## src/rtl/pwrfd_pkg.sv

```systemverilog
// Shared types, constants and register codes of the pulse-width remote frame decoder.
package pwrfd_pkg;

    localparam int FRAME_BITS_DEF = 24;
    localparam int WIDTH_W        = 16;
    localparam int BYTE_W         = 8;
    localparam int RESULT_W       = 3 * BYTE_W;
    localparam int OUT_DATA_W     = 32;
    localparam int CFG_ADDR_W     = 3;
    localparam int CFG_DATA_W     = 16;
    localparam int QUEUE_DEPTH    = 4;

    localparam logic [WIDTH_W-1:0] LONG_MIN_RST  = 16'd55;
    localparam logic [WIDTH_W-1:0] LONG_MAX_RST  = 16'd65;
    localparam logic [WIDTH_W-1:0] SHORT_MIN_RST = 16'd15;
    localparam logic [WIDTH_W-1:0] SHORT_MAX_RST = 16'd25;
    localparam logic [WIDTH_W-1:0] SYNC_MIN_RST  = 16'd633;
    localparam logic [BYTE_W-1:0]  MATCH_ADDRESS_RST = 8'd251;
    localparam logic [BYTE_W-1:0]  MATCH_DATA_RST    = 8'd37;
    localparam logic [BYTE_W-1:0]  MATCH_COMMAND_RST = 8'd213;

    typedef enum logic [CFG_ADDR_W-1:0] {
        CFG_LONG_MIN      = 3'd0,
        CFG_LONG_MAX      = 3'd1,
        CFG_SHORT_MIN     = 3'd2,
        CFG_SHORT_MAX     = 3'd3,
        CFG_SYNC_MIN      = 3'd4,
        CFG_MATCH_ADDRESS = 3'd5,
        CFG_MATCH_DATA    = 3'd6,
        CFG_MATCH_COMMAND = 3'd7
    } cfg_idx_t;

    typedef enum logic [1:0] {
        PH_IDLE = 2'd0,
        PH_HIGH = 2'd1,
        PH_LOW  = 2'd2
    } phase_t;

    typedef struct packed {
        logic [WIDTH_W-1:0] long_min;
        logic [WIDTH_W-1:0] long_max;
        logic [WIDTH_W-1:0] short_min;
        logic [WIDTH_W-1:0] short_max;
        logic [WIDTH_W-1:0] sync_min;
        logic [BYTE_W-1:0]  match_address;
        logic [BYTE_W-1:0]  match_data;
        logic [BYTE_W-1:0]  match_command;
    } cfg_t;

    // Classified pulse as it travels through the queue
    typedef struct packed {
        logic level;
        logic is_long;
        logic is_short;
        logic is_sync;
    } pulse_class_t;

endpackage

```

## src/rtl/pwrfd_front.sv

```systemverilog
// Front end: compare one pulse width against the configured windows.
module pwrfd_front
(
    input  logic                            level,
    input  logic [pwrfd_pkg::WIDTH_W-1:0]   width,
    input  pwrfd_pkg::cfg_t                 cfg,
    output pwrfd_pkg::pulse_class_t         pulse_class
);

    // Strict bounds on both windows; the sync gap bound is inclusive
    always_comb
    begin
        pulse_class.level    = level;
        pulse_class.is_long  = (width > cfg.long_min) && (width < cfg.long_max);
        pulse_class.is_short = (width > cfg.short_min) && (width < cfg.short_max);
        pulse_class.is_sync  = (width >= cfg.sync_min);
    end

endmodule

```

## src/rtl/pwrfd_queue.sv

```systemverilog
// Short FIFO of classified pulses between front end and back end.
module pwrfd_queue
(
    input  logic                        clk,
    input  logic                        rst_n,
    input  logic                        push,
    input  pwrfd_pkg::pulse_class_t     push_data,
    output logic                        full,
    input  logic                        pop,
    output pwrfd_pkg::pulse_class_t     pop_data,
    output logic                        empty
);

    localparam int DEPTH = pwrfd_pkg::QUEUE_DEPTH;
    localparam int PTR_W = $clog2(DEPTH);
    localparam int CNT_W = $clog2(DEPTH + 1);

    pwrfd_pkg::pulse_class_t mem [DEPTH];

    logic [PTR_W-1:0] wptr_reg;
    logic [PTR_W-1:0] wptr_next;
    logic [PTR_W-1:0] rptr_reg;
    logic [PTR_W-1:0] rptr_next;
    logic [CNT_W-1:0] count_reg;
    logic [CNT_W-1:0] count_next;
    logic             do_push;
    logic             do_pop;

    assign full     = (count_reg == CNT_W'(DEPTH));
    assign empty    = (count_reg == '0);
    assign do_push  = push && !full;
    assign do_pop   = pop && !empty;
    assign pop_data = mem[rptr_reg];

    always_comb
    begin
        wptr_next  = wptr_reg;
        rptr_next  = rptr_reg;
        count_next = count_reg;
        if (do_push)
        begin
            wptr_next = (wptr_reg == PTR_W'(DEPTH - 1)) ? '0 : wptr_reg + PTR_W'(1);
        end
        if (do_pop)
        begin
            rptr_next = (rptr_reg == PTR_W'(DEPTH - 1)) ? '0 : rptr_reg + PTR_W'(1);
        end
        if (do_push && !do_pop)
        begin
            count_next = count_reg + CNT_W'(1);
        end
        else if (do_pop && !do_push)
        begin
            count_next = count_reg - CNT_W'(1);
        end
    end

    always_ff @(posedge clk)
    begin
        if (do_push)
        begin
            mem[wptr_reg] <= push_data;
        end
    end

    always_ff @(posedge clk or negedge rst_n)
    begin
        if (!rst_n)
        begin
            wptr_reg  <= '0;
            rptr_reg  <= '0;
            count_reg <= '0;
        end
        else
        begin
            wptr_reg  <= wptr_next;
            rptr_reg  <= rptr_next;
            count_reg <= count_next;
        end
    end

endmodule

```

## src/rtl/pwrfd_back.sv

```systemverilog
// Back end: frame state machine, bit shifter, match check and output register.
module pwrfd_back
#(
    parameter int FRAME_BITS = pwrfd_pkg::FRAME_BITS_DEF
)
(
    input  logic                                clk,
    input  logic                                rst_n,
    input  pwrfd_pkg::cfg_t                     cfg,
    input  pwrfd_pkg::pulse_class_t             pulse_class,
    input  logic                                q_empty,
    output logic                                q_pop,
    output logic                                m_tvalid,
    input  logic                                m_tready,
    output logic [pwrfd_pkg::OUT_DATA_W-1:0]    m_tdata
);

    localparam int CNT_W   = $clog2(FRAME_BITS + 1);
    localparam int FRAME_W = (FRAME_BITS > pwrfd_pkg::RESULT_W) ?
                             FRAME_BITS : pwrfd_pkg::RESULT_W;
    localparam int BW      = pwrfd_pkg::BYTE_W;

    pwrfd_pkg::phase_t              phase_reg;
    pwrfd_pkg::phase_t              phase_next;
    logic                           long_high_reg;
    logic                           long_high_next;
    logic [FRAME_BITS-1:0]          shift_reg;
    logic [FRAME_BITS-1:0]          shift_next;
    logic [CNT_W-1:0]               count_reg;
    logic [CNT_W-1:0]               count_next;
    logic                           led_reg;
    logic                           led_next;
    logic                           out_valid_reg;
    logic                           out_valid_next;
    logic [pwrfd_pkg::OUT_DATA_W-1:0] out_data_reg;
    logic [pwrfd_pkg::OUT_DATA_W-1:0] out_data_next;
    logic [FRAME_W-1:0]             frame_ext;
    logic [BW-1:0]                  byte0;
    logic [BW-1:0]                  byte1;
    logic [BW-1:0]                  byte2;
    logic                           matched;
    logic                           bit_ok;

    // Take a pulse whenever the output slot is free or drains this cycle
    assign q_pop    = !q_empty && (!out_valid_reg || m_tready);
    assign m_tvalid = out_valid_reg;
    assign m_tdata  = out_data_reg;

    always_comb
    begin
        phase_next     = phase_reg;
        long_high_next = long_high_reg;
        shift_next     = shift_reg;
        count_next     = count_reg;
        led_next       = led_reg;
        out_valid_next = out_valid_reg && !m_tready;
        out_data_next  = out_data_reg;
        bit_ok         = long_high_reg ? pulse_class.is_short : pulse_class.is_long;
        frame_ext      = FRAME_W'({shift_reg[FRAME_BITS-2:0], long_high_reg});
        byte0          = frame_ext[3*BW-1:2*BW];
        byte1          = frame_ext[2*BW-1:BW];
        byte2          = frame_ext[BW-1:0];
        matched        = (byte0 == cfg.match_address) && (byte1 == cfg.match_data) &&
                         (byte2 == cfg.match_command);
        if (q_pop)
        begin
            case (phase_reg)
                pwrfd_pkg::PH_HIGH:
                begin
                    if (!pulse_class.level)
                    begin
                        phase_next = pwrfd_pkg::PH_IDLE;
                    end
                    else if (pulse_class.is_long)
                    begin
                        long_high_next = 1'b1;
                        phase_next     = pwrfd_pkg::PH_LOW;
                    end
                    else if (pulse_class.is_short)
                    begin
                        long_high_next = 1'b0;
                        phase_next     = pwrfd_pkg::PH_LOW;
                    end
                    else
                    begin
                        phase_next = pwrfd_pkg::PH_IDLE;
                    end
                end
                pwrfd_pkg::PH_LOW:
                begin
                    if (pulse_class.level || !bit_ok)
                    begin
                        phase_next = pwrfd_pkg::PH_IDLE;
                    end
                    else
                    begin
                        // A long high marks a 1; shift it in at the bottom
                        shift_next = {shift_reg[FRAME_BITS-2:0], long_high_reg};
                        count_next = count_reg + CNT_W'(1);
                        if (count_reg == CNT_W'(FRAME_BITS - 1))
                        begin
                            led_next       = led_reg ^ matched;
                            out_valid_next = 1'b1;
                            out_data_next  = {(pwrfd_pkg::OUT_DATA_W - 3*BW - 2)'(0),
                                              led_reg ^ matched, matched,
                                              byte2, byte1, byte0};
                            phase_next     = pwrfd_pkg::PH_IDLE;
                        end
                        else
                        begin
                            phase_next = pwrfd_pkg::PH_HIGH;
                        end
                    end
                end
                default:
                begin
                    // Idle: arm on a wide enough low gap, ignore anything else
                    phase_next = pwrfd_pkg::PH_IDLE;
                    if (!pulse_class.level && pulse_class.is_sync)
                    begin
                        shift_next     = '0;
                        count_next     = '0;
                        long_high_next = 1'b0;
                        phase_next     = pwrfd_pkg::PH_HIGH;
                    end
                end
            endcase
        end
    end

    always_ff @(posedge clk or negedge rst_n)
    begin
        if (!rst_n)
        begin
            phase_reg     <= pwrfd_pkg::PH_IDLE;
            long_high_reg <= 1'b0;
            shift_reg     <= '0;
            count_reg     <= '0;
            led_reg       <= 1'b0;
            out_valid_reg <= 1'b0;
        end
        else
        begin
            phase_reg     <= phase_next;
            long_high_reg <= long_high_next;
            shift_reg     <= shift_next;
            count_reg     <= count_next;
            led_reg       <= led_next;
            out_valid_reg <= out_valid_next;
        end
    end

    always_ff @(posedge clk)
    begin
        out_data_reg <= out_data_next;
    end

endmodule

```

## src/rtl/pulse_width_remote_frame_decoder_top.sv

```systemverilog
// Top level of the pulse-width remote frame decoder: config registers and stream ports.
//
// Each transfer on the slave stream is one finished pulse of the RF line: its
// width in timer ticks on s_tdata and its level on s_tuser. A low pulse at least
// sync_min ticks wide arms the decoder; after that pulses are read in high/low
// pairs, long high plus short low giving a 1 and short high plus long low a 0,
// with strict window bounds. Any pulse of the wrong level or outside its window
// drops the frame and returns to idle. After FRAME_BITS bits one result goes out
// on the master stream with the last 24 received bits as three bytes (first
// received bit most significant), a match flag against the three match
// registers, and the LED state, which toggles on every match. Pulses that finish
// no frame give no result. The block takes one pulse per clock while the queue
// has room: a compare stage classifies the pulse as it is accepted and writes it
// into a four-entry queue, and the frame state machine retires one queued pulse
// per cycle while no result is stalled, into a single output register. s_tready
// drops only when the queue is full, which happens only while the master side
// holds m_tready low with a result waiting. Write the configuration registers
// only while no pulse is queued or in flight.
module pulse_width_remote_frame_decoder_top
#(
    parameter int FRAME_BITS = pwrfd_pkg::FRAME_BITS_DEF
)
(
    input  logic                                clk,
    input  logic                                rst_n,
    // Pulse stream
    input  logic                                s_tvalid,
    output logic                                s_tready,
    input  logic [15:0]                         s_tdata,   // [15:0] width
    input  logic                                s_tuser,   // [0] level
    // Result stream
    output logic                                m_tvalid,
    input  logic                                m_tready,
    // [7:0] first_byte, [15:8] second_byte, [23:16] third_byte,
    // [24] matched, [25] led_on, [31:26] zero
    output logic [pwrfd_pkg::OUT_DATA_W-1:0]    m_tdata,
    // Configuration write port
    input  logic                                cfg_we,
    input  logic [pwrfd_pkg::CFG_ADDR_W-1:0]    cfg_addr,
    input  logic [pwrfd_pkg::CFG_DATA_W-1:0]    cfg_wdata
);

    pwrfd_pkg::cfg_t            cfg_reg;
    pwrfd_pkg::cfg_t            cfg_next;
    pwrfd_pkg::pulse_class_t    in_class;
    pwrfd_pkg::pulse_class_t    q_data;
    logic                       q_full;
    logic                       q_empty;
    logic                       q_pop;
    logic                       in_xfer;

    // Accept a pulse whenever the queue has room
    assign s_tready = !q_full;
    assign in_xfer  = s_tvalid && s_tready;

    // Config register file: 16-bit windows, 8-bit match bytes from the low bits
    always_comb
    begin
        cfg_next = cfg_reg;
        if (cfg_we)
        begin
            case (pwrfd_pkg::cfg_idx_t'(cfg_addr))
                pwrfd_pkg::CFG_LONG_MIN:      cfg_next.long_min      = cfg_wdata;
                pwrfd_pkg::CFG_LONG_MAX:      cfg_next.long_max      = cfg_wdata;
                pwrfd_pkg::CFG_SHORT_MIN:     cfg_next.short_min     = cfg_wdata;
                pwrfd_pkg::CFG_SHORT_MAX:     cfg_next.short_max     = cfg_wdata;
                pwrfd_pkg::CFG_SYNC_MIN:      cfg_next.sync_min      = cfg_wdata;
                pwrfd_pkg::CFG_MATCH_ADDRESS: cfg_next.match_address = cfg_wdata[7:0];
                pwrfd_pkg::CFG_MATCH_DATA:    cfg_next.match_data    = cfg_wdata[7:0];
                pwrfd_pkg::CFG_MATCH_COMMAND: cfg_next.match_command = cfg_wdata[7:0];
                default:                      cfg_next = cfg_reg;
            endcase
        end
    end

    always_ff @(posedge clk or negedge rst_n)
    begin
        if (!rst_n)
        begin
            cfg_reg.long_min      <= pwrfd_pkg::LONG_MIN_RST;
            cfg_reg.long_max      <= pwrfd_pkg::LONG_MAX_RST;
            cfg_reg.short_min     <= pwrfd_pkg::SHORT_MIN_RST;
            cfg_reg.short_max     <= pwrfd_pkg::SHORT_MAX_RST;
            cfg_reg.sync_min      <= pwrfd_pkg::SYNC_MIN_RST;
            cfg_reg.match_address <= pwrfd_pkg::MATCH_ADDRESS_RST;
            cfg_reg.match_data    <= pwrfd_pkg::MATCH_DATA_RST;
            cfg_reg.match_command <= pwrfd_pkg::MATCH_COMMAND_RST;
        end
        else
        begin
            cfg_reg <= cfg_next;
        end
    end

    // Classify the pulse on the way in
    pwrfd_front u_front
    (
        .level       (s_tuser),
        .width       (s_tdata),
        .cfg         (cfg_reg),
        .pulse_class (in_class)
    );

    // Decouple classification from the frame state machine
    pwrfd_queue u_queue
    (
        .clk       (clk),
        .rst_n     (rst_n),
        .push      (in_xfer),
        .push_data (in_class),
        .full      (q_full),
        .pop       (q_pop),
        .pop_data  (q_data),
        .empty     (q_empty)
    );

    // Advance the frame, hold the result until the master side takes it
    pwrfd_back
    #(
        .FRAME_BITS (FRAME_BITS)
    )
    u_back
    (
        .clk         (clk),
        .rst_n       (rst_n),
        .cfg         (cfg_reg),
        .pulse_class (q_data),
        .q_empty     (q_empty),
        .q_pop       (q_pop),
        .m_tvalid    (m_tvalid),
        .m_tready    (m_tready),
        .m_tdata     (m_tdata)
    );

    // A fresh result only ever follows a retired pulse
    assert property (@(posedge clk) disable iff (!rst_n)
        $rose(m_tvalid) |-> $past(q_pop))
    else $error("result appeared without a retired pulse");

    // Never retire a pulse while a waiting result is stalled
    assert property (@(posedge clk) disable iff (!rst_n)
        !(q_pop && m_tvalid && !m_tready))
    else $error("pulse retired while output stalled");

    // A stalled input side means the queue is holding pulses for the back end
    assert property (@(posedge clk) disable iff (!rst_n)
        !s_tready |-> !q_empty)
    else $error("input stalled with empty queue");

endmodule

```

## config.mk

```make
export PLATFORM = sky130hd
export DESIGN_NAME = pulse_width_remote_frame_decoder_top
export DESIGN_NICKNAME = d
export VERILOG_FILES = /design/src/rtl/pwrfd_pkg.sv /design/src/rtl/pwrfd_front.sv /design/src/rtl/pwrfd_queue.sv /design/src/rtl/pwrfd_back.sv /design/src/rtl/pulse_width_remote_frame_decoder_top.sv
export SDC_FILE = /design/constraint.sdc
export NUM_CORES = 1
export LEC_CHECK = 0
export BUFFER_PORTS_ARGS = -buffer_cell sky130_fd_sc_hd__buf_2
export CORE_UTILIZATION = 54
export DETAILED_ROUTE_END_ITERATION = 8
export GPL_TIMING_DRIVEN = 1
export PLACE_DENSITY_LB_ADDON = 0.2
export SYNTH_ARGS = -nofsm -noshare
export SYNTH_HDL_FRONTEND = slang
export SYNTH_SLANG_ARGS = --single-unit
```

## constraint.sdc

```tcl
create_clock -name clk -period 2.75 [get_ports clk]
set_clock_uncertainty 0.05 [all_clocks]
set_input_delay 0.4125 -clock clk [delete_from_list [all_inputs] [get_ports clk]]
set_output_delay 0.4125 -clock clk [all_outputs]
set_load 0.02 [all_outputs]
```

-- Word-level counts from Yosys, hierarchy flattened
Memories as Yosys holds them, arrays and structs flattened.
Index checks and enable logic that the tools add are counted.
- add/subtract/negate cells: 5
- order comparisons: 5
- equality and inequality tests: 19
- multiplexer cells: 29
- bitwise gates (word level): 4
- reductions and logical operators: 38
- operators by type and width (kind ; number):
    23-bit two-way mux ; 2
    23-bit case mux with 2 select lines ; 1
    16-bit > comparator ; 2
    16-bit less-than comparator ; 2
    8-bit == test ; 3
    16-bit greater-or-equal comparator ; 1
    2-bit AND reduction ; 8
    3-bit == test, second input constant ; 5
    1-bit two-way mux ; 13
    1-bit logical AND ; 12
    2-bit two-way mux ; 6
    5-bit two-way mux ; 2
    5-bit case mux with 2 select lines ; 1
    1-bit zero test ; 8
    4-bit AND reduction ; 2
    2-bit == test, second input constant ; 3
    3-bit by 2-bit == test with 1-bit output, second input constant ; 2
    3-bit zero test ; 2
    3-bit two-way mux ; 2
    2-bit nonzero test ; 3
    5-bit by 1-bit adder with 5-bit output, second input constant ; 1
    5-bit == test, second input constant ; 1
    5-bit AND reduction ; 1
    2-bit by 1-bit adder with 2-bit output, second input constant ; 2
    other kinds (12) ; 15
- register bits after elaboration: 170
- bits in writable memories: 16
- input port bits: 41
- output and inout port bits: 34
- logic and storage cells: 119
- memories kept: 1
- memory list (name ; words ; bits a word ; read ports ; clocked after memory_dff ; write ports ; RTL line ; RTL):
    u_queue.mem ; 4 ; 4 ; 1 ; 0 ; 1 ; pwrfd_queue.sv:18 ; pwrfd_pkg::pulse_class_t mem [DEPTH];

-- Longest topological paths before layout
- word-level depth: 8
- gate-level depth with buffers: 10
- gate-level depth less buffers: 9

-- Modules after synthesis
Synthesis repeated with hierarchy kept, for this count alone.
- cell total of the unflattened synthesis: 747
- area, all modules: 9603.0 um^2
- by module, submodules not included (module ; instances ; cells each ; area each (um^2) ; seq. area each (um^2)):
    pulse_width_remote_frame_decoder_top ; 1 ; 230 ; 4057.6 ; 2646.3
    pwrfd_back ; 1 ; 181 ; 2553.7 ; 1606.5
    pwrfd_front ; 1 ; 278 ; 1948.1 ; 0.0
    pwrfd_queue ; 1 ; 58 ; 1043.5 ; 655.6

-- Worst setup path before layout
Ideal clock, no wire load.
- kind: register to register
- from: register u_queue.rptr_reg[0]
- to: register u_back.out_data_reg (netlist bit u_back.m_tdata[0]), enable pin
- library setup time: 0.381 ns
- arrival time: 2.309 ns
- data required time: 2.319 ns
- slack: 0.011 ns
- stages on the path, launching flop included: 7
- path buffers: 1
- period minus slack after synthesis: 2.739 ns
- cells stage by stage: dfrtp_1 buf_6 mux4_2 a311oi_2 o211ai_1 or3_1 inv_1
- longest elaborated chain between the ends: 6
- ends and longest elaborated chain (what ; RTL line ; RTL):
    start, declared ; pwrfd_queue.sv:22 ; logic [PTR_W-1:0] rptr_reg;
    start signal, assigned ; pwrfd_queue.sv:77 ; rptr_reg <= rptr_next;
    memory 4 x 4 bit (*) ; - ;
    1-bit two-way mux ; pwrfd_back.sv:58 ; bit_ok = long_high_reg ? pulse_class.is_short : pulse_class.is_long;
    1-bit zero test ; pwrfd_back.sv:91 ; if (pulse_class.level || !bit_ok)
    1-bit logical OR (*) ; pwrfd_back.sv:91 ;
    1-bit inverter (no line) (*) ; - ;
    4-bit AND reduction (no line) (*) ; - ;
    end signal, assigned ; pwrfd_back.sv:155 ; out_data_reg <= out_data_next;
    end, declared ; pwrfd_back.sv:35 ; logic [pwrfd_pkg::OUT_DATA_W-1:0] out_data_reg;
Every way passes the cells marked *; elsewhere a longest branch is shown, timed or not.
A chain may end at the register's enable or synchronous reset.

-- Final worst setup path
- from: register u_queue.rptr_reg[1]
- to: register u_back.out_data_reg (netlist bit u_back.m_tdata[7]), enable pin
Same word-level chain as after synthesis.

==> run metrics <==
CP endpoint kind flop; die width 133 microns; post_cts resized 0; post-synth cell types 49; DRC viols 0; pin count of the biggest net entering global routing 57; Layout area overhead 13.2%; EDFF count, synth 42; # diodes 0; Final Hold Viols 0; first-pass GRT wire length 31,100 microns; FF-to-FF End u_back.m_tdata[7]$_DFFE_PP_; Final #Nets 1,057; Crit Path Max Fanout 26; Peak supply drop 0.478 mV; clock-pin slew on the worst setup and hold paths 0.07 ns; share of cells above drive strength 1 0.220; GRT overflow 0; Worst EP arrival 2.50 ns; CTS root buf clkbuf_16; r2r setup slk 0.34 ns; f_max 414 MHz; CTS buffer count 17; Slew HR 0.626; cell area after synthesis 9310 sq um; IO Pins 75; Rows 47; Detail Route Antenna Nets 0; Async S/R FF share, synth 0.774; Die Y 133 microns; die area 17,800 sq um; actual slew at the worst max-slew pin 0.561 ns; Port-buffer cells 68; Placement Cell Area 9960 sq um; cell area power density 753 nW/um^2; postcts setup bufs 0; final setup margin 0.335 ns; CP Launch Point u_queue.rptr_reg[1]$_DFFE_PN0P_; RSZ-0062 raised after global routing false; cts hold-fix bufs 1; clock period minus worst slack 2.41 ns; final instance area 10,500 sq um; Initial Util 0.557; Overall Power 0.00793 W; Slew Viols, Final 0; CTS Sinks 186; final worst-path cycle share 0.878; sequential-to-total area share from yosys stat 0.527; CTS tree yes; Hold WC Path Type input pin to flop; drt wl/cell 16.0 microns; vias in the first global route 6,175; Max H-tree Level 4; worst r2r src u_queue.rptr_reg[1]$_DFFE_PN0P_; post-synthesis register bit count 186; Max-Cap Viols 0; vias 6,147; Synth area leader dfrtp_1; CTS max path bufs 2; Total GRT Usage 0.226; Worst-Skew Late Latency 0.43 ns; antenna violations before repair 0; kind of critical path flop to flop; core area 16,700 sq um; synthesized area per cell 10.9 sq um; Fill cells 1,335; LEAKAGE 4.83 nW; status finished, final reports clean; pre-CTS WS 0.372 ns; Post-Syn Instances 853; Iteration-0 DRC Markers 240; length of the first detailed-routing pass in iterations 4; routability cong. 0.833; synth top area cells dfrtp_1 (29%), edfxtp_1 (14%), ha_1 (12%); area share of the leading cell type in the synthesized netlist 0.293; critical path required time 2.84 ns; hold path start s_tuser; synth warn 0; Setup Viol. Count Final 0; total negative slack 0 ns; DR vias/cell 5.29; crit path capture u_back.m_tdata[7]$_DFFE_PP_; Worst R2R Path Depth 6; HPWL after detailed placement 13,300 microns; Most used DFF post-synth dfrtp_1; number of flip-flops under the largest register name 104; Critical Path Source Type flop; final core occ 0.631; routed wire length 18,600 microns
## area by class of cell
class                      count  area (sq um)  area share
timing repair buffer          86           522      0.0495
tap                          220           275      0.0261
sequential                   186          4910       0.466
clock inverter                13           111      0.0106
clock buffer                  19           453      0.0430
inverter                      87           327      0.0310
multi-input combinational    550          3940       0.374
## layout by cell type, fill, tap and decap left out, types with 5 or more instances in the layout
master,instances
nand4_1,11
nand2b_1,6
clkbuf_16,17
edfxtp_1,42
o21ai_0,95
nand2_1,133
dfstp_2,35
a21o_1,17
ha_1,87
buf_2,67
and3_1,5
nor2_1,13
clkinvlp_4,5
xnor2_1,18
dfrtp_1,109
xor2_1,11
buf_4,14
inv_1,87
nand3_1,10
a21oi_1,23
conb_1,6
mux2_2,47
nor4_1,5
## cell usage after synthesis (4+ instances only)
library cell	n
dfrtp_1	109
edfxtp_1	42
nand4_1	11
clkbuf_1	26
inv_1	87
dfstp_2	35
o31ai_1	4
nor2b_1	4
xor2_1	11
xnor2_1	18
and3_1	5
nor3b_1	4
nand4b_1	4
a21o_1	17
ha_1	87
nand2b_1	6
nand3_1	10
nor2_1	13
nor3_1	6
nor4_1	5
buf_4	6
a221oi_1	4
o211ai_1	4
mux2i_1	4
mux2_2	47
a21oi_1	23
o21ai_0	95
nand2_1	133
a211oi_1	4
## how the worst min path moves through the flow
| stage | to | slack [ns] | cells past startpoint |
|---|---|---|---|
| final | u_queue.mem[1][3]$_DFFE_PP_ | 0.17 | 1 |
| after floorplan | cfg_reg[100]$_DFFE_PN0P_ | 0.07 | 0 |
| after CTS | u_queue.mem[1][3]$_DFFE_PP_ | 0.16 | 1 |
| after global placement | u_back.count_reg[3]$_DFFE_PN0P_ | 0.37 | 1 |
| after global routing | u_queue.mem[1][3]$_DFFE_PP_ | 0.16 | 1 |
| after detailed placement | u_back.count_reg[4]$_DFFE_PN0P_ | 0.37 | 1 |
## layer usage
metal	routed length, microns	vias up	global-route usage	share of wire
met1	8310	2931	0.287	0.45
met3	766	19	0.0403	0.041
met2	9240	126	0.395	0.50
li1	-	3071	-	-
met5	0	-	0	0
met4	246	0	0.0650	0.013
## stage by stage
stage,cells,hold slack [ns]
after CTS,1161,0.158
after floorplan,858,0.0669
final,1161,0.167
after global placement,1128,0.371
after global routing,1161,0.158
after detailed placement,1128,0.372
## cells by family (layout without fill, tap and decap cells)
group	after synthesis	in the layout	share of synthesized area
xor+xnor	29	29	0.0273
flops	186	186	0.527
mux	54	54	0.0684
compound gates	161	161	0.0999
fa+ha+maj	88	88	0.119
buf+inv	122	205	0.0534
simple gates	212	212	0.104
other cells	1	6	0.000403
## power by group
part / total (W) / switching (W) / leakage [nW] / internal (W)
registers: 0.00361 / 0.000239 / 2.16 / 0.00337
logic: 0.00200 / 0.00111 / 2.40 / 0.000887
clock network: 0.00233 / 0.00110 / 0.264 / 0.00123
total: 0.00793 / 0.00245 / 4.83 / 0.00549
## worst max-delay path, stage by stage (launching register included)
cell	delay, ns
dfrtp_1	0.53
mux4_2	0.39
a311oi_2	0.24
o211ai_1	0.17
or3_1	0.43
inv_1	0.13
buf_12	0.18
Power figures use the tool's default switching activity.
